==> config.mk <==
export PLATFORM = sky130hd
export DESIGN_NAME = mba_job_fifo
export DESIGN_NICKNAME = d
export VERILOG_FILES = /design/src/hdl/mba_pkg.sv /design/src/hdl/mba_job_fifo.sv
export VERILOG_INCLUDE_DIRS = /design/src /design/src/hdl
export SDC_FILE = /design/constraint.sdc
export NUM_CORES = 1
export LEC_CHECK = 0
export BUFFER_PORTS_ARGS = -buffer_cell sky130_fd_sc_hd__buf_2
export CORE_ASPECT_RATIO = 0.75
export CORE_MARGIN = 3
export CORE_UTILIZATION = 48
export CTS_CLUSTER_DIAMETER = 40
export DETAILED_ROUTE_END_ITERATION = 7
export GPL_TIMING_DRIVEN = 1
export PLACE_DENSITY = 0.79
export SYNTH_ARGS = -nofsm -noshare
export SYNTH_HDL_FRONTEND = slang
export SYNTH_SLANG_ARGS = --single-unit
==> constraint.sdc <==
create_clock -name clk -period 2.45 [get_ports clk]
set_clock_uncertainty 0.1 [all_clocks]
set_input_delay 0.245 -clock clk [delete_from_list [all_inputs] [get_ports clk]]
set_output_delay 0.245 -clock clk [all_outputs]
set_load 0.02 [all_outputs]
==> src/hdl/mosaic_block_averager_defines.svh <==
// assertion macros shared by the mosaic block averager rtl
`ifndef MOSAIC_BLOCK_AVERAGER_DEFINES_SVH
`define MOSAIC_BLOCK_AVERAGER_DEFINES_SVH

`ifndef ASSERT_OFF
`define MBA_ASSERT(label, prop, msg) \
  label: assert property (@(posedge clk) disable iff (!rst_n) prop) else $error(msg);
`define MBA_ASSERT_NEXT(label, ante, cons, msg) \
  label: assert property (@(posedge clk) disable iff (!rst_n) ante |=> cons) else $error(msg);
`else
`define MBA_ASSERT(label, prop, msg)
`define MBA_ASSERT_NEXT(label, ante, cons, msg)
`endif

`endif

==> src/hdl/mba_pkg.sv <==
`default_nettype none

package mba_pkg;

  localparam int BLOCK      = 4;
  localparam int MAX_WIDTH  = 1024;
  localparam int MAX_HEIGHT = 4096;
  localparam int TILE_COLS  = (MAX_WIDTH + BLOCK - 1) / BLOCK;

  localparam int PIX_W     = 8;
  localparam int OUT_ROW_W = 12;
  localparam int OUT_COL_W = 10;
  localparam int ROW_W     = $clog2(MAX_HEIGHT);
  localparam int COL_W     = $clog2(MAX_WIDTH);
  localparam int HDIM_W    = ROW_W + 1;
  localparam int WDIM_W    = COL_W + 1;
  localparam int OFS_W     = (BLOCK > 2) ? $clog2(BLOCK) : 1;
  localparam int TSZ_W     = $clog2(BLOCK + 1);
  localparam int AREA_W    = $clog2(BLOCK * BLOCK + 1);
  localparam int SUM_W     = $clog2(BLOCK * BLOCK * 256) + 1;
  localparam int TCOL_W    = $clog2(TILE_COLS);
  localparam int DCNT_W    = $clog2(SUM_W);

  localparam int JOB_DEPTH = 4;
  localparam int JPTR_W    = $clog2(JOB_DEPTH);
  localparam int JCNT_W    = $clog2(JOB_DEPTH + 1);

  localparam int CFG_WREG_W = 11;
  localparam int CFG_HREG_W = 13;
  localparam int CFG_DATA_W = 13;
  localparam int CFG_IDX_W  = 1;

  localparam logic [CFG_IDX_W-1:0]  CFG_IMAGE_WIDTH  = 1'd0;
  localparam logic [CFG_IDX_W-1:0]  CFG_IMAGE_HEIGHT = 1'd1;
  localparam logic [CFG_WREG_W-1:0] IMAGE_WIDTH_RST  = 11'd640;
  localparam logic [CFG_HREG_W-1:0] IMAGE_HEIGHT_RST = 13'd480;

  typedef logic [SUM_W-1:0] sum_t;

  typedef struct packed {
    logic [PIX_W-1:0] red_in;
    logic [PIX_W-1:0] green_in;
    logic [PIX_W-1:0] blue_in;
  } mba_in_t;

  typedef struct packed {
    logic [OUT_ROW_W-1:0] pixel_row;
    logic [OUT_COL_W-1:0] pixel_col;
    logic [PIX_W-1:0]     avg_red;
    logic [PIX_W-1:0]     avg_green;
    logic [PIX_W-1:0]     avg_blue;
    logic                 tile_last;
    logic                 frame_done;
  } mba_out_t;

  typedef struct packed {
    sum_t red;
    sum_t green;
    sum_t blue;
  } mba_sums_t;

  localparam int SUMS_W = $bits(mba_sums_t);

  typedef struct packed {
    logic [ROW_W-1:0] r0;
    logic [COL_W-1:0] c0;
    logic [TSZ_W-1:0] th;
    logic [TSZ_W-1:0] tw;
    logic             frame_last;
    mba_sums_t        sums;
  } mba_job_t;

endpackage

`default_nettype wire

==> src/hdl/mba_job_fifo.sv <==
`default_nettype none

module mba_job_fifo (
  input  wire logic                        clk,
  input  wire logic                        rst_n,
  input  wire logic                        push,
  input  wire mba_pkg::mba_job_t           push_data,
  input  wire logic                        pop,
  output      mba_pkg::mba_job_t           head,
  output      logic [mba_pkg::JCNT_W-1:0]  count
);

  `include "mosaic_block_averager_defines.svh"

  mba_pkg::mba_job_t             mem_r [mba_pkg::JOB_DEPTH];
  logic [mba_pkg::JPTR_W-1:0]    wr_ptr_r, wr_ptr_nxt;
  logic [mba_pkg::JPTR_W-1:0]    rd_ptr_r, rd_ptr_nxt;
  logic [mba_pkg::JCNT_W-1:0]    count_r, count_nxt;

  function automatic logic [mba_pkg::JPTR_W-1:0] ptr_inc(input logic [mba_pkg::JPTR_W-1:0] p);
    return (p == mba_pkg::JPTR_W'(mba_pkg::JOB_DEPTH - 1)) ? '0 : p + mba_pkg::JPTR_W'(1);
  endfunction

  always_comb begin
    wr_ptr_nxt = push ? ptr_inc(wr_ptr_r) : wr_ptr_r;
    rd_ptr_nxt = pop ? ptr_inc(rd_ptr_r) : rd_ptr_r;
    count_nxt  = count_r + mba_pkg::JCNT_W'(push) - mba_pkg::JCNT_W'(pop);
  end

  always_ff @(posedge clk) begin
    if (!rst_n) begin
      wr_ptr_r <= '0;
      rd_ptr_r <= '0;
      count_r  <= '0;
    end else begin
      wr_ptr_r <= wr_ptr_nxt;
      rd_ptr_r <= rd_ptr_nxt;
      count_r  <= count_nxt;
    end
  end

  always_ff @(posedge clk) begin
    if (push) begin
      mem_r[wr_ptr_r] <= push_data;
    end
  end

  assign head  = mem_r[rd_ptr_r];
  assign count = count_r;

  `MBA_ASSERT(a_no_overflow, push |-> count_r != mba_pkg::JCNT_W'(mba_pkg::JOB_DEPTH), "tile queue overflow")
  `MBA_ASSERT(a_no_underflow, pop |-> count_r != '0, "tile queue underflow")

endmodule

`default_nettype wire

* Yosys cells after proc, flatten, opt, wreduce, memory -nomap -nowiden
Memories as Yosys holds them, arrays and structs flattened. A register that Yosys moved wholly into a read port is not among the register bits.
Index checks and enable logic that the tools add are counted.
** Word-level totals
- Input bits :: 72
- Register bits after elaboration :: 7
- Word-level logic and storage cells :: 16
- Output and inout bits :: 71
- Memories :: 1
- RAM bits :: 272
** Memories
- mem_r :: words 4, bits a word 68, read ports 1, clocked after Yosys merged registers in 1, write ports 1, RTL line mba_job_fifo.sv:15 : mba_pkg::mba_job_t mem_r [mba_pkg::JOB_DEPTH];
** Operators by class
- Equal/unequal tests :: 2
- Add/subtract/negate cells :: 4
- Mux-type cells :: 6
** Operator list (number)
- two-way mux 2 bit :: 4
- adder 2 x 1 -> 2 bit, second input constant :: 2
- equality test 2 bit, second input constant :: 2
- adder 3 x 1 -> 3 bit :: 1
- subtractor 3 x 1 -> 3 bit :: 1
- two-way mux 1 bit :: 2

* Longest topological paths before layout
Gate-level depths: netlist of the first run.
- Word-level depth :: 4
- Mapped depth :: 8
- Depth with buffers taken out :: 8

* Worst setup path before layout of the first run
Ideal clock, no wire load.
- Kind :: reg2reg
- From :: register wr_ptr_r[0] (netlist name)
- To :: memory mem_r[0][0] (netlist name) (enable)
- Cell stages (with the launch flop) :: 4
- Setup slack :: -0.216 ns
- Path buffers :: 0
- Period minus slack after synthesis :: 2.666 ns
- Data arrival time :: 2.133 ns
- Data required time :: 1.917 ns
- Library setup time :: 0.433 ns
- Cells stage by stage :: dfxtp_1 > inv_1 > ha_1 > and2_1
** RTL lines
- start, declared :: RTL line mba_job_fifo.sv:16 : logic [mba_pkg::JPTR_W-1:0] wr_ptr_r, wr_ptr_nxt;
- start signal, assigned :: RTL line mba_job_fifo.sv:36 : wr_ptr_r <= wr_ptr_nxt;
- end, declared :: RTL line mba_job_fifo.sv:15
No word-level cell before the write port.

==> reports/metrics.yaml, run 1 <==
syn_inst: 397
cp.arrival_ps: 2000
crit_path_end: "head[30]"
ys_types: 18
r2r_start: "wr_ptr_r[0]"
multi_input_area_mm2: 0.00178
area_growth_pct: 28.4
place_congestion: 0.689
grt_use_met1: 0.224
max_freq_mhz: 427
synth_area_mm2: 0.0103
relSlewSlack: 0.759
busiest_layer: "met2"
gr-usage-met3: 0.0410
post_cts_resized: 0
antenna_found_initial: 1
die_area_mm2: 0.0232
worstMarginPinSlew_ps: 362
leakage_nw: 4.57
placed_area_mm2: 0.0114
cp_max_fo: 20
hold_viol_final: 0
cts_max_level: 1
design_area_mm2: 0.0132
period_minus_slack_ps: 2340
numCtsBuffers: 31
clock_sinks: 281
routedWlPerCell_um: 20.5
worstSkewPairLatency_ps: 530
coreArea_mm2: 0.0206
crit_type: "reg2out"
cap_viol_max_count: 0
grt_pass1_vias: 5449
start_kind: "flop"
r2r_end: "mem_r[0][43]"
initial_core_util: 0.499
finish.net_count: 725
r2r_cells: 4
drv_slew: 0
dp_cells: 819
place_worst_setup_slack_ps: 549
post-route-period-util: 0.956
viasPerCell: 5.22
grt_max_degree: 40
route.antenna.remaining_nets: 0
regToRegSetupSlack_ps: 710
root_buffer: "clkbuf_16"
crit_path_end_kind: "output pin"
setup_ws_ps: 107
regArea_mm2: 0.00836
port_buffers: 142
power_density_mw_per_mm2: 850
drc: 0
whs_ps: 356
status: "completed"
grt_pass1_wl_um: 30400
drtIter0Drc: 318
final-setup-viol-count: 0
clockBufferDepth: 3
rsz0062_at_grt: "no"
dp_hpwl_um: 11700
die_w_um: 175
num_rows: 45
fillers: 1383
grt.total_usage: 0.169
vias: 4966
drive_gt1_frac: 0.430
dieHeight_um: 133
worst_ir_drop_vdd_mv: 0.681
cts_tree: "built"
use_met2: 0.291
ys_ff_latch: 281
grt_overflow: 0
firstDrtPassIters: 4
drt_wl_total_um: 19500
required_ps: 2110
syn_avg_cell_area_um2: 25.9
ioPinCount: 143
tns_ps: 0
fin_cells: 951
cts.reportedPaths.clkPinSlew_ps: 60
min_path_type: "in2reg"
syn-num-nets: 477
yosysSeqAreaShare: 0.812
yosys_warnings: 0
-- cell usage in the layout (no fill, tap or decap) --
| cell | Yosys | routed |
|---|---|---|
| clkbuf_1 | 4 | 1 |
| dlygate4sd3_1 | 0 | 71 |
| dfxtp_4 | 0 | 2 |
| dfxtp_1 | 9 | 7 |
| inv_8 | 0 | 1 |
| buf_4 | 4 | 10 |
| bufinv_16 | 0 | 3 |
| edfxtp_1 | 272 | 272 |
| and2_1 | 5 | 1 |
| buf_2 | 4 | 142 |
| a21oi_1 | 2 | 2 |
| clkinv_1 | 0 | 4 |
| ha_1 | 7 | 7 |
| diode_2 | 0 | 1 |
| nand2b_1 | 2 | 2 |
| or3b_2 | 2 | 2 |
| and2_4 | 0 | 4 |
| clkbuf_16 | 0 | 31 |
| mux4_2 | 68 | 68 |
| inv_1 | 6 | 6 |
| mux2i_1 | 2 | 2 |
| fa_1 | 1 | 1 |
| inv_6 | 0 | 3 |
| clkinv_2 | 0 | 3 |
| xnor3_1 | 1 | 1 |
| nor2_1 | 4 | 4 |
| clkinv_8 | 0 | 1 |
| clkinvlp_4 | 0 | 3 |
| buf_12 | 3 | 8 |
| clkinv_4 | 0 | 6 |
-- state kept, by name, indices dropped and copies added, names as in the netlist, named ones only --
signal and cells:
wr_ptr_r 2, mem_r 272, count 3, rd_ptr_r 2
-- critical path, stage by stage, from the launching register on --
cell	delay [ps]
dfxtp_4	450
buf_12	240
mux4_2	570
buf_2	190
-- cell type report --
cell class                 count  area share
sequential                   281       0.633
multi-input combinational     94       0.135
timing repair buffer         231       0.126
clock buffer                  32      0.0591
tap                          282      0.0267
clock inverter                24      0.0189
inverter                       6     0.00171
antenna                        1    0.000190
-- worst min path at each step --
stage,endpoint,from,depth (start not counted),slack (ps)
2_1_floorplan,mem_r[0][0],push_data[0],0,240
3_3_place_gp,mem_r[3][19],push_data[19],1,350
3_5_place_dp,mem_r[0][50],push_data[50],1,360
4_1_cts,mem_r[2][16],push_data[16],2,330
5_1_grt,mem_r[2][16],push_data[16],2,350
6_report,mem_r[2][16],push_data[16],2,360
-- logic make-up (layout without fill, tap and decap cells) --
group / Yosys count / in the layout / synth area share
compound gates: 2 / 2 / 0.000974
mux: 70 / 70 / 0.151
flops: 281 / 281 / 0.812
buf+inv: 22 / 293 / 0.0155
other cells: 0 / 1 / 0
simple gates: 13 / 13 / 0.00743
xor+xnor: 1 / 1 / 0.00219
fa+ha+maj: 8 / 8 / 0.0105
-- metrics by stage --
stage,util,power (W)
finish,0.640,0.0112
floorplan,-,0.00631
CTS,0.640,0.0113
global route,0.640,0.0116
global placement,0.554,0.00667
detailed placement,0.554,0.00672
-- timing repair --
action | in CTS | in global routing
hold buffers | 71 | 0
setup buffers | 4 | 0
endpoints found under the setup margin | 15 | 0
hold endpoints to repair | 280 | 0
-- routing by layer --
layer  wire, um  share of wire  vias up
met3       1440          0.074       29
met4        362          0.019        0
met5          0              0        -
met1       7850           0.40     2542
li1           -              -     2197
met2       9890           0.51      198
-- synthesized netlist by cell type --
cell	count	area share
and2_1	5	0.0030
buf_2	4	0.0019
ha_1	7	0.0085
fa_1	1	0.0019
clkbuf_1	4	0.0015
dfxtp_1	9	0.018
or3b_2	2	0.0017
buf_12	3	0.0058
xnor3_1	1	0.0022
nor2_1	4	0.0015
inv_1	6	0.0022
edfxtp_1	272	0.79
mux4_2	68	0.15
buf_4	4	0.0029
buf_6	1	0.0011
a21oi_1	2	0.00097
mux2i_1	2	0.0019
nand2b_1	2	0.0012
-- power by group --
group,switching [W],total [W],internal [W]
sequential,0.0000694,0.00556,0.00549
combinational,0.000618,0.00114,0.000525
clock,0.00185,0.00452,0.00267
total,0.00254,0.0112,0.00868
Note: power is estimated with default switching activity, not from simulation.
==> run 2, diff against run 1 <==
--- a/config.mk
+++ b/config.mk
@@ -10,6 +10,7 @@
 export CORE_ASPECT_RATIO = 0.75
 export CORE_MARGIN = 3
 export CORE_UTILIZATION = 48
+export CTS_BUF_LIST = sky130_fd_sc_hd__clkbuf_4
 export CTS_CLUSTER_DIAMETER = 40
 export DETAILED_ROUTE_END_ITERATION = 7
 export GPL_TIMING_DRIVEN = 1
==> run 2 against run 1 <==
Cell count up 7.5%. Cell area up 1.3%. Largest cell class unchanged. Sequential share of layout area down 0.78 points. Critical path depth up 1. Fmax down 1.0%. Core utilization up 0.80 points. Worst hold slack worse by 87 ps. Sequential power about the same. Flip-flop and latch count unchanged. Clock power down 12%. Critical endpoint is now head[50].
==> reports/metrics.yaml, run 2 (synthesized netlist as in run 1, its figures left out) <==
status: "completed"
tns_ps: 0
start_kind: "flop"
place_congestion: 0.689
regArea_mm2: 0.00836
die_area_mm2: 0.0232
grt_pass1_wl_um: 32000
die_w_um: 175
max_freq_mhz: 423
p_switching_w: 0.00244
final_cell_mix: "edfxtp_1 (272), buf_2 (132), clkbuf_4 (99), dlygate4sd3_1 (72), mux4_2 (68)"
grt_overflow: 0
grt.total_usage: 0.181
required_ps: 2110
crit_path_end_kind: "output pin"
p_clk_frac: 0.371
drtIter0Drc: 408
worst_ir_drop_vdd_mv: 0.634
clockBufferDepth: 3
place_worst_setup_slack_ps: 549
top_register: "mem_r"
ioPinCount: 143
leakage_nw: 4.73
route.antenna.remaining_nets: 0
numCtsBuffers: 68
path_cells: "buf_4 > buf_12 > mux4_2 > buf_4"
period_minus_slack_ps: 2370
drc: 0
vias: 5269
slowest_stage: "mux4_2"
grt_max_degree: 40
cts_max_level: 3
switching_share: 0.226
worstMarginPinSlew_ps: 348
area_growth_pct: 30.0
worstSkewPairLatency_ps: 620
rsz0062_at_grt: "yes"
pwr-share-seq: 0.513
antenna_found_initial: 0
finalPower_w: 0.0108
port_buffers: 142
final_common_cell: "edfxtp_1"
final-setup-viol-count: 0
max_stage_delay_ps: 540
finish.net_count: 773
dieHeight_um: 133
min_path_type: "in2reg"
cp_max_fo: 5
cap_viol_max_count: 0
root_buffer: "clkbuf_4"
relSlewSlack: 0.768
viasPerCell: 5.16
diodes: 0
initial_core_util: 0.499
firstDrtPassIters: 4
hold_viol_final: 0
clock_sinks: 281
path_buf_inv: 3
cp_common_cell: "buf_4"
num_rows: 45
cp.arrival_ps: 2020
fillers: 1407
drt_wl_total_um: 20600
dp_hpwl_um: 11700
power_frac_comb: 0.116
power_density_mw_per_mm2: 808
whs_ps: 269
cts_tree: "built"
cp_top_family: "multiplexers"
drive_gt1_frac: 0.473
drv_slew: 0
grt_pass1_vias: 5836
coreArea_mm2: 0.0206
cts.reportedPaths.clkPinSlew_ps: 80
crit_type: "reg2out"
multi_input_area_mm2: 0.00178
routedWlPerCell_um: 20.2
post-route-period-util: 0.966
setup_ws_ps: 83.2
largest_register_ff_count: 272
intPower_w: 0.00835
==> run 2: changes by cell type in the layout (fill, tap and decap cells not counted), sizes merged <==
cell         delta
clkinvlp        -3
bufinv          +1
inv             -4
diode           -1
buf             +8
clkbuf         +69
dlygate4sd3     +1
==> run 2: worst reg2reg max path, cell delays in order (launching register included) <==
cell and delay (ps):
dfxtp_1 320, inv_1 40, ha_1 260, inv_1 40, ha_1 260, and2_1 140, dlygate4sd3_1 550
==> run 2: path summary, 6_finish.rpt <==
kind | endpoint | start | slack, ps | cells past startpoint
setup / recovery | head[50] | flop | 80 | 4
hold / removal | mem_r[0][23] | push_data[23] | 270 | 2
setup reg to reg | count[0] | count[0] | 630 | 6
hold reg to reg | flop | rd_ptr_r[1] | 430 | 2
==> run 2: cell type report <==
cell class                 count  area share
sequential                   281       0.625
inverter                       6     0.00169
clock buffer                  99      0.0556
multi-input combinational     94       0.133
tap                          282      0.0264
clock inverter                18      0.0130
timing repair buffer         242       0.145
==> run 2: power by group through the flow <==
stage               Sequential [W]  Clock (W)  Combinational (W)
detailed placement         0.00566          0            0.00105
global placement           0.00565          0            0.00103
finish                     0.00554    0.00400            0.00125
CTS                        0.00554    0.00411            0.00125
floorplan                  0.00565          0           0.000656
global route               0.00556    0.00439            0.00134
==> run 2: per-stage QoR <==
stage / instance area (um2) / std cells / utilization
floorplan: 10300 / 397 / -
global placement: 11400 / 819 / 0.554
detailed placement: 11400 / 819 / 0.554
CTS: 13300 / 1020 / 0.645
global route: 13400 / 1022 / 0.648
finish: 13400 / 1022 / 0.648
==> run 2: what timing repair did <==
item,in CTS,in global routing
endpoints found under the hold margin,281,0
gates resized for setup,23,4
setup endpoints to repair,59,14
hold buffers,72,0
buffers inserted,9,0
cloned,3,2
==> run 2: routing by layer <==
metal / GRT usage / wire length (um)
met1: 0.229 / 8340
met2: 0.296 / 10500
met3: 0.0559 / 1380
met4: 0.0726 / 363
met5: 0 / 0
