### config.mk
export PLATFORM = sky130hd
export DESIGN_NAME = mba_back
export DESIGN_NICKNAME = d
export VERILOG_FILES = /design/src/hdl/mba_pkg.sv /design/src/hdl/mba_back.sv
export VERILOG_INCLUDE_DIRS = /design/src /design/src/hdl
export SDC_FILE = /design/constraint.sdc
export NUM_CORES = 1
export LEC_CHECK = 0
export BUFFER_PORTS_ARGS = -buffer_cell sky130_fd_sc_hd__buf_2
export CAP_MARGIN = 20
export CORE_ASPECT_RATIO = 0.6
export CORE_UTILIZATION = 55
export DETAILED_ROUTE_END_ITERATION = 16
export HOLD_SLACK_MARGIN = 0.05
export MAX_ROUTING_LAYER = met4
export PLACE_DENSITY = 0.78
export SLEW_MARGIN = 25
export SYNTH_ARGS = -nofsm -noshare
export SYNTH_HDL_FRONTEND = slang
export SYNTH_SLANG_ARGS = --single-unit
### constraint.sdc
create_clock -name clk -period 8.76 [get_ports clk]
set_clock_uncertainty 0.15 [all_clocks]
set_input_delay 1.752 -clock clk [delete_from_list [all_inputs] [get_ports clk]]
set_output_delay 1.752 -clock clk [all_outputs]
set_load 0.01 [all_outputs]
### src/hdl/mosaic_block_averager_defines.svh
// assertion macros shared by the mosaic block averager rtl
`ifndef MOSAIC_BLOCK_AVERAGER_DEFINES_SVH
`define MOSAIC_BLOCK_AVERAGER_DEFINES_SVH

`ifndef ASSERT_OFF
`define MBA_ASSERT(label, prop, msg) \
  label: assert property (@(posedge clk) disable iff (!rst_n) prop) else $error(msg);
`define MBA_ASSERT_NEXT(label, ante, cons, msg) \
  label: assert property (@(posedge clk) disable iff (!rst_n) ante |=> cons) else $error(msg);
`else
`define MBA_ASSERT(label, prop, msg)
`define MBA_ASSERT_NEXT(label, ante, cons, msg)
`endif

`endif

### src/hdl/mba_pkg.sv
`default_nettype none

package mba_pkg;

  localparam int BLOCK      = 4;
  localparam int MAX_WIDTH  = 1024;
  localparam int MAX_HEIGHT = 4096;
  localparam int TILE_COLS  = (MAX_WIDTH + BLOCK - 1) / BLOCK;

  localparam int PIX_W     = 8;
  localparam int OUT_ROW_W = 12;
  localparam int OUT_COL_W = 10;
  localparam int ROW_W     = $clog2(MAX_HEIGHT);
  localparam int COL_W     = $clog2(MAX_WIDTH);
  localparam int HDIM_W    = ROW_W + 1;
  localparam int WDIM_W    = COL_W + 1;
  localparam int OFS_W     = (BLOCK > 2) ? $clog2(BLOCK) : 1;
  localparam int TSZ_W     = $clog2(BLOCK + 1);
  localparam int AREA_W    = $clog2(BLOCK * BLOCK + 1);
  localparam int SUM_W     = $clog2(BLOCK * BLOCK * 256) + 1;
  localparam int TCOL_W    = $clog2(TILE_COLS);
  localparam int DCNT_W    = $clog2(SUM_W);

  localparam int JOB_DEPTH = 4;
  localparam int JPTR_W    = $clog2(JOB_DEPTH);
  localparam int JCNT_W    = $clog2(JOB_DEPTH + 1);

  localparam int CFG_WREG_W = 11;
  localparam int CFG_HREG_W = 13;
  localparam int CFG_DATA_W = 13;
  localparam int CFG_IDX_W  = 1;

  localparam logic [CFG_IDX_W-1:0]  CFG_IMAGE_WIDTH  = 1'd0;
  localparam logic [CFG_IDX_W-1:0]  CFG_IMAGE_HEIGHT = 1'd1;
  localparam logic [CFG_WREG_W-1:0] IMAGE_WIDTH_RST  = 11'd640;
  localparam logic [CFG_HREG_W-1:0] IMAGE_HEIGHT_RST = 13'd480;

  typedef logic [SUM_W-1:0] sum_t;

  typedef struct packed {
    logic [PIX_W-1:0] red_in;
    logic [PIX_W-1:0] green_in;
    logic [PIX_W-1:0] blue_in;
  } mba_in_t;

  typedef struct packed {
    logic [OUT_ROW_W-1:0] pixel_row;
    logic [OUT_COL_W-1:0] pixel_col;
    logic [PIX_W-1:0]     avg_red;
    logic [PIX_W-1:0]     avg_green;
    logic [PIX_W-1:0]     avg_blue;
    logic                 tile_last;
    logic                 frame_done;
  } mba_out_t;

  typedef struct packed {
    sum_t red;
    sum_t green;
    sum_t blue;
  } mba_sums_t;

  localparam int SUMS_W = $bits(mba_sums_t);

  typedef struct packed {
    logic [ROW_W-1:0] r0;
    logic [COL_W-1:0] c0;
    logic [TSZ_W-1:0] th;
    logic [TSZ_W-1:0] tw;
    logic             frame_last;
    mba_sums_t        sums;
  } mba_job_t;

endpackage

`default_nettype wire

### src/hdl/mba_back.sv
`default_nettype none

module mba_back (
  input  wire logic                        clk,
  input  wire logic                        rst_n,
  input  wire logic [mba_pkg::JCNT_W-1:0]  job_count,
  input  wire mba_pkg::mba_job_t           job_data,
  output      logic                        job_pop,
  output      logic                        out_valid,
  input  wire logic                        out_stall,
  output      mba_pkg::mba_out_t           out_data
);

  `include "mosaic_block_averager_defines.svh"

  typedef enum logic [2:0] {
    ST_IDLE = 3'b001,
    ST_DIV  = 3'b010,
    ST_EMIT = 3'b100
  } mba_state_t;

  mba_state_t                  state_r, state_nxt;
  mba_pkg::mba_job_t           job_r, job_nxt;
  logic [mba_pkg::AREA_W-1:0]  area_r, area_nxt;
  logic [mba_pkg::DCNT_W-1:0]  cnt_r, cnt_nxt;
  mba_pkg::sum_t               dq_r [3];
  mba_pkg::sum_t               dq_nxt [3];
  mba_pkg::sum_t               dq_stp [3];
  logic [mba_pkg::AREA_W-1:0]  rem_r [3];
  logic [mba_pkg::AREA_W-1:0]  rem_nxt [3];
  logic [mba_pkg::AREA_W-1:0]  rem_stp [3];
  logic [mba_pkg::PIX_W-1:0]   avg_r [3];
  logic [mba_pkg::PIX_W-1:0]   avg_nxt [3];
  logic [mba_pkg::ROW_W-1:0]   row_r, row_nxt;
  logic [mba_pkg::COL_W-1:0]   col_r, col_nxt;
  logic [mba_pkg::OFS_W-1:0]   i_r, i_nxt;
  logic [mba_pkg::OFS_W-1:0]   j_r, j_nxt;
  logic                        i_last, j_last;

  // one restoring quotient bit
  function automatic logic [mba_pkg::AREA_W+mba_pkg::SUM_W-1:0] div_step(
    input logic [mba_pkg::AREA_W-1:0] rem,
    input mba_pkg::sum_t              dq,
    input logic [mba_pkg::AREA_W-1:0] d
  );
    logic [mba_pkg::AREA_W:0] trial;
    logic                     qbit;
    trial = {rem, dq[mba_pkg::SUM_W-1]};
    qbit  = trial >= {1'b0, d};
    if (qbit) begin
      trial = trial - {1'b0, d};
    end
    return {trial[mba_pkg::AREA_W-1:0], dq[mba_pkg::SUM_W-2:0], qbit};
  endfunction

  function automatic logic [mba_pkg::PIX_W-1:0] clamp8(input mba_pkg::sum_t q);
    return (q > mba_pkg::SUM_W'(255)) ? '1 : q[mba_pkg::PIX_W-1:0];
  endfunction

  assign i_last = (mba_pkg::TSZ_W'(i_r) + mba_pkg::TSZ_W'(1)) == job_r.th;
  assign j_last = (mba_pkg::TSZ_W'(j_r) + mba_pkg::TSZ_W'(1)) == job_r.tw;

  always_comb begin
    state_nxt = state_r;
    job_nxt   = job_r;
    area_nxt  = area_r;
    cnt_nxt   = cnt_r;
    row_nxt   = row_r;
    col_nxt   = col_r;
    i_nxt     = i_r;
    j_nxt     = j_r;
    job_pop   = 1'b0;
    for (int c = 0; c < 3; c++) begin
      dq_nxt[c]  = dq_r[c];
      rem_nxt[c] = rem_r[c];
      avg_nxt[c] = avg_r[c];
      {rem_stp[c], dq_stp[c]} = div_step(rem_r[c], dq_r[c], area_r);
    end
    unique case (state_r)
      ST_IDLE: begin
        if (job_count != '0) begin
          job_pop   = 1'b1;
          job_nxt   = job_data;
          dq_nxt[0] = job_data.sums.red;
          dq_nxt[1] = job_data.sums.green;
          dq_nxt[2] = job_data.sums.blue;
          for (int c = 0; c < 3; c++) begin
            rem_nxt[c] = '0;
          end
          area_nxt  = mba_pkg::AREA_W'(job_data.th) * mba_pkg::AREA_W'(job_data.tw);
          cnt_nxt   = mba_pkg::DCNT_W'(mba_pkg::SUM_W - 1);
          state_nxt = ST_DIV;
        end
      end
      ST_DIV: begin
        for (int c = 0; c < 3; c++) begin
          dq_nxt[c]  = dq_stp[c];
          rem_nxt[c] = rem_stp[c];
        end
        if (cnt_r == '0) begin
          for (int c = 0; c < 3; c++) begin
            avg_nxt[c] = clamp8(dq_stp[c]);
          end
          row_nxt   = job_r.r0;
          col_nxt   = job_r.c0;
          i_nxt     = '0;
          j_nxt     = '0;
          state_nxt = ST_EMIT;
        end else begin
          cnt_nxt = cnt_r - mba_pkg::DCNT_W'(1);
        end
      end
      ST_EMIT: begin
        if (!out_stall) begin
          if (i_last && j_last) begin
            state_nxt = ST_IDLE;
          end else if (j_last) begin
            j_nxt   = '0;
            col_nxt = job_r.c0;
            i_nxt   = i_r + mba_pkg::OFS_W'(1);
            row_nxt = row_r + mba_pkg::ROW_W'(1);
          end else begin
            j_nxt   = j_r + mba_pkg::OFS_W'(1);
            col_nxt = col_r + mba_pkg::COL_W'(1);
          end
        end
      end
      default: state_nxt = ST_IDLE;
    endcase
  end

  always_ff @(posedge clk) begin
    if (!rst_n) begin
      state_r <= ST_IDLE;
    end else begin
      state_r <= state_nxt;
    end
  end

  always_ff @(posedge clk) begin
    job_r  <= job_nxt;
    area_r <= area_nxt;
    cnt_r  <= cnt_nxt;
    row_r  <= row_nxt;
    col_r  <= col_nxt;
    i_r    <= i_nxt;
    j_r    <= j_nxt;
    for (int c = 0; c < 3; c++) begin
      dq_r[c]  <= dq_nxt[c];
      rem_r[c] <= rem_nxt[c];
      avg_r[c] <= avg_nxt[c];
    end
  end

  assign out_valid           = state_r == ST_EMIT;
  assign out_data.pixel_row  = mba_pkg::OUT_ROW_W'(row_r);
  assign out_data.pixel_col  = mba_pkg::OUT_COL_W'(col_r);
  assign out_data.avg_red    = avg_r[0];
  assign out_data.avg_green  = avg_r[1];
  assign out_data.avg_blue   = avg_r[2];
  assign out_data.tile_last  = i_last && j_last;
  assign out_data.frame_done = i_last && j_last && job_r.frame_last;

  `MBA_ASSERT_NEXT(a_last_ends_tile, out_valid && !out_stall && out_data.tile_last, state_r == ST_IDLE, "tile did not end after last pixel")
  `MBA_ASSERT_NEXT(a_div_moves_on, state_r == ST_DIV, state_r == ST_DIV || state_r == ST_EMIT, "divider left early")

endmodule

`default_nettype wire

## After elaboration in Yosys (flattened, before gate mapping)

Memory sizes are Yosys's and may differ from the RTL's.
Index checks and enable logic that the tools add are counted.

| storage, ports and cells | value |
|---|---|
| register bits after elaboration | 67 |
| bits in latches | 0 |
| memory bits (writable) | 78 |
| memory bits (read-only) | 0 |
| input port bits | 74 |
| output and inout port bits | 50 |
| logic and storage cells | 96 |
| memories | 3 |

Memory list:

| memory | depth | bits a word | read ports | clocked after memory_dff | write ports | line | RTL |
|---|---|---|---|---|---|---|---|
| dq_r | 3 | 13 | 3 | 0 | 3 | mba_back.sv:26 | `mba_pkg::sum_t dq_r [3];` |
| avg_r | 3 | 8 | 3 | 0 | 3 | mba_back.sv:32 | `logic [mba_pkg::PIX_W-1:0] avg_r [3];` |
| rem_r | 3 | 5 | 3 | 0 | 3 | mba_back.sv:29 | `logic [mba_pkg::AREA_W-1:0] rem_r [3];` |

| operators by class | value |
|---|---|
| $add $sub $neg | 10 |
| multiply operators | 1 |
| div/mod/pow operators | 0 |
| $lt $le $gt $ge | 6 |
| eq/ne operators | 12 |
| shift-type cells | 0 |
| mux-type cells | 41 |
| bitwise logic cells | 0 |
| reductions and logical operators | 11 |

Operator list:

| cell | number |
|---|---|
| one-hot mux 39 bit (2 select lines) | 1 |
| two-way mux 12 bit | 4 |
| two-way mux 24 bit | 2 |
| two-way mux 10 bit | 4 |
| greater-than comparator 13 x 8 -> 1 bit, second input constant | 3 |
| two-way mux 39 bit | 1 |
| one-hot mux 15 bit (2 select lines) | 1 |
| two-way mux 8 bit | 3 |
| one-hot mux 12 bit (2 select lines) | 1 |
| one-hot mux 10 bit (2 select lines) | 1 |
| >= comparator 6 x 5 -> 1 bit | 3 |
| two-way mux 15 bit | 1 |
| two-way mux 5 bit | 3 |
| subtractor 5 bit | 3 |
| two-way mux 2 bit | 7 |
| adder 12 x 1 -> 12 bit, second input constant | 1 |
| two-way mux 3 bit | 4 |
| adder 10 x 1 -> 10 bit, second input constant | 1 |
| != test 2 bit, second input constant | 5 |
| one-hot mux 3 bit (3 select lines) | 1 |
| two-way mux 4 bit | 2 |
| one-hot mux 2 bit (2 select lines) | 2 |
| one-hot mux 4 bit (2 select lines) | 1 |
| AND reduction 4 bit | 2 |
| other kinds (17) | 24 |

## Depth between registers and ports, before layout

| logic depth | value |
|---|---|
| depth in word-level cells | 6 |
| mapped depth | 8 |
| mapped depth without buffers | 8 |

## Worst setup path before layout

OpenSTA, ideal clock, no wires.

| timing path | value |
|---|---|
| path type | input to output |
| from | input port job_count[1] (netlist bit) |
| to | output port job_pop |
| data arrival time | 4,363 ps |
| data required time | 6,858 ps |
| path slack | 2,495 ps |
| stages on the path | 2 |
| path buffers | 0 |
| cell sequence | nor3_1 -> nor3_1 |

| between the ends | value |
|---|---|
| longest elaborated chain between the ends | 3 |

RTL lines:

| what | line | RTL |
|---|---|---|
| from (decl) | mba_back.sv:6 | `input wire logic [mba_pkg::JCNT_W-1:0] job_count,` |
| nonzero test 3 bit | mba_back.sv:81 | `if (job_count != '0) begin` |
| two-way mux 1 bit | mba_back.sv:81 |  |
| two-way mux 1 bit | mba_back.sv:79 | `unique case (state_r)` |
| to (decl) | mba_back.sv:8 | `output logic job_pop,` |

No other way between the ends.

## Worst setup path in the final report

Ends and elaborated chain as after synthesis.

==> results.cfg <==
[placement]
hpwlAfterDp_um = 10010
placed_area_mm2 = 0.007652
dp_worst_setup_slack_ns = 4.111
gp_congestion = 0.8244
port-buffer-count = 123
post-place-cells = 849

[clock_network]
numCtsBuffers = 17
cts-root-buf = clkbuf_16
worst_skew_pair.late_latency_ns = 0.42
cts_tree = built
holdBufCountCts = 0
cts_setup_buffers = 0
htreeDepth = 4
cts-resized-gates = 0
cts.sinks = 145
clk_pin_slew_ns = 0.06
clock_path_buffers = 2

[timing]
worst_pin_slew_ns = 0.7344
period_needed_ns = 4.654
slew_headroom_pct = 51.04
setup_ws_ns = 4.106
rsz0062_at_grt = no
finalSetupViolCount = 0
finalSetupTns_ns = 0
fin_crit_sh_pct = 53.13
fmax_ghz = 0.2149
final-hold-violation-count = 0
slew_violations = 0

[floorplan]
core_mm2 = 0.01210
io_pins = 124
die_area_mm2 = 0.01292
fp.dieW_um = 146.1
die_y_um = 88.43
rows = 31
start_util_pct = 56.59

[synth]
synth-seq-cells = 145
yosys_warnings = 0
syn_inst = 571
async_reset_ff_share_pct = 0
synthesis.nets = 673
synthFlopType = edfxtp_1
synth.distinct_cells = 48
synth_edf_count = 142
syn_area_mm2 = 0.006848
ys_seq_area_share_pct = 63.15
avgSynthCellArea_um2 = 11.99

[finish]
final_cells = 881
fin_nets = 806
layout-drive-gt1-share_pct = 25.14
area_delta_synth_final_pct = 20.99
diodes = 0
finish.instance_area_mm2 = 0.008285

[drt]
dr.pass1.iters = 5
drt_wl_total_um = 14480
viasPerCell = 5.435
routedWlPerCell_um = 16.43
route.detailed.drc = 0
first_iter_violations = 335
drtAntennaViolNets = 0
vias = 4788

[worst_setup_path]
path_max_fanout = 35
critPathArrivalTime_ns = 2.75
cp-end-kind = primary output
r2r_slack_ns = 6.16
critical_path_class = input port to primary output
startpoint_type = input port
required_ns = 6.86

[power_and_ir_drop]
leakage_nw = 3.372
power_density_mw_per_mm2 = 236.2
ir_worst_vdd_mv = 0.1669

[global_routing]
antenna_found_initial = 0
gr-usage-all-layers_pct = 23.55
overflow = 0
grt_max_degree = 58
grt_pass1_vias = 4447
grt_pass1_wl_um = 22250

[run_status]
status = completed

[flow_run]
drv_cap = 0

[hold_path]
hp-class = register to register
-- critical path, stage by stage --
cell and delay [ns]:
buf_2 0.10, nor3_1 0.32, nor3_2 0.08, buf_4 0.29
buf_2 0.20
-- registers in the layout (all words and copies together) (netlist names) --
register	count
dq_r	39
job_r	29
avg_r	24
rem_r	15
row_r	12
col_r	10
area_r	5
cnt_r	4
state_r	3
i_r	2
j_r	2
-- worst paths after layout --
path,cells after the start,endpoint,start
min reg2reg,2,row_r[9]$_DFFE_PP_,job_r[65]$_DFFE_PP_
max,5,job_pop,job_count[1]
min,2,row_r[9]$_DFFE_PP_,job_r[65]$_DFFE_PP_
max reg2reg,7,rem_r[0][13]$_SDFFCE_PN0P_,area_r[0]$_DFFE_PP_
-- layout make-up --
| type | instances | area [µm²] |
|---|---|---|
| clock buffer | 18 | 429.2 |
| clock inverter | 13 | 176.4 |
| fill | 891 | 3816 |
| inverter | 19 | 71.32 |
| multi-input combinational | 392 | 2397 |
| sequential | 145 | 4324 |
| tap | 165 | 206.4 |
| timing repair buffer | 129 | 680.7 |
-- placed cells by master, fill, tap and decap left out, types with 3 or more instances in the layout --
cell type / count
bufinv_16: 3
xnor2_1: 16
nand3_1: 16
buf_2: 123
and4_1: 3
nand2b_1: 9
and3_1: 4
mux2i_1: 3
nand2_1: 140
xor2_1: 16
nand4_1: 3
and2_1: 10
clkinv_4: 3
buf_4: 5
o21a_1: 3
nor2_4: 3
mux2_2: 3
inv_6: 3
dfxtp_1: 3
or3_1: 22
clkbuf_16: 17
fa_1: 5
nor3_1: 5
clkinvlp_4: 3
edfxtp_1: 142
a21oi_1: 16
o31ai_1: 7
nor2_1: 40
o21ai_0: 15
inv_1: 18
ha_1: 23
or4_1: 3
-- routing by layer --
metal	up-vias	track usage, %	wire (µm)
met5	-	-	0
met2	144	36.67	6797
met1	2333	31.11	6795
li1	2302	-	-
met3	9	5.928	801
met4	0	6.439	81
-- cells in the mapped netlist, types with 6 or more instances --
| cell type | count | area [µm²] |
|---|---|---|
| xnor2_1 | 16 | 140.1 |
| nand2b_1 | 9 | 56.30 |
| nand3_1 | 16 | 80.08 |
| o31ai_1 | 7 | 52.55 |
| a21oi_1 | 16 | 80.08 |
| or3_1 | 22 | 137.6 |
| nor2_1 | 42 | 157.7 |
| edfxtp_1 | 142 | 4264 |
| nand2_1 | 140 | 525.5 |
| and2_1 | 10 | 62.56 |
| nor3_1 | 6 | 30.03 |
| ha_1 | 23 | 287.8 |
| o21ai_0 | 15 | 75.07 |
| inv_1 | 18 | 67.56 |
| xor2_1 | 16 | 140.1 |
| buf_2 | 9 | 45.04 |
-- report_power, final --
part	leakage [nW]	switching [mW]	internal [mW]
clock network	0.286	0.292	0.452
logic	1.69	0.191	0.120
registers	1.40	0.0423	0.861
-- logic make-up (layout without fill, tap and decap cells) --
group                    after synthesis  in the layout  share of synthesized area [%]
multiplexers                           6              6                         0.9318
XOR/XNOR                              32             32                          4.093
AO/OA/AOI/OAI                         55             55                          5.408
buffers and inverters                 34            179                          2.138
adder cells (fa/ha/maj)               28             28                          5.664
flip-flops                           145            145                          63.15
AND/OR/NAND/NOR                      271            271                          18.62
-- stage by stage --
step	hold slack (ns)	power, mW	util, %
floorplan	0.3406	1.130	-
global placement	0.3474	1.197	63.23
detailed placement	0.3637	1.221	63.23
CTS	0.3811	1.963	68.24
global route	0.3979	2.037	68.47
finish	0.3855	1.957	68.47
Power figures use the tool's default switching activity.
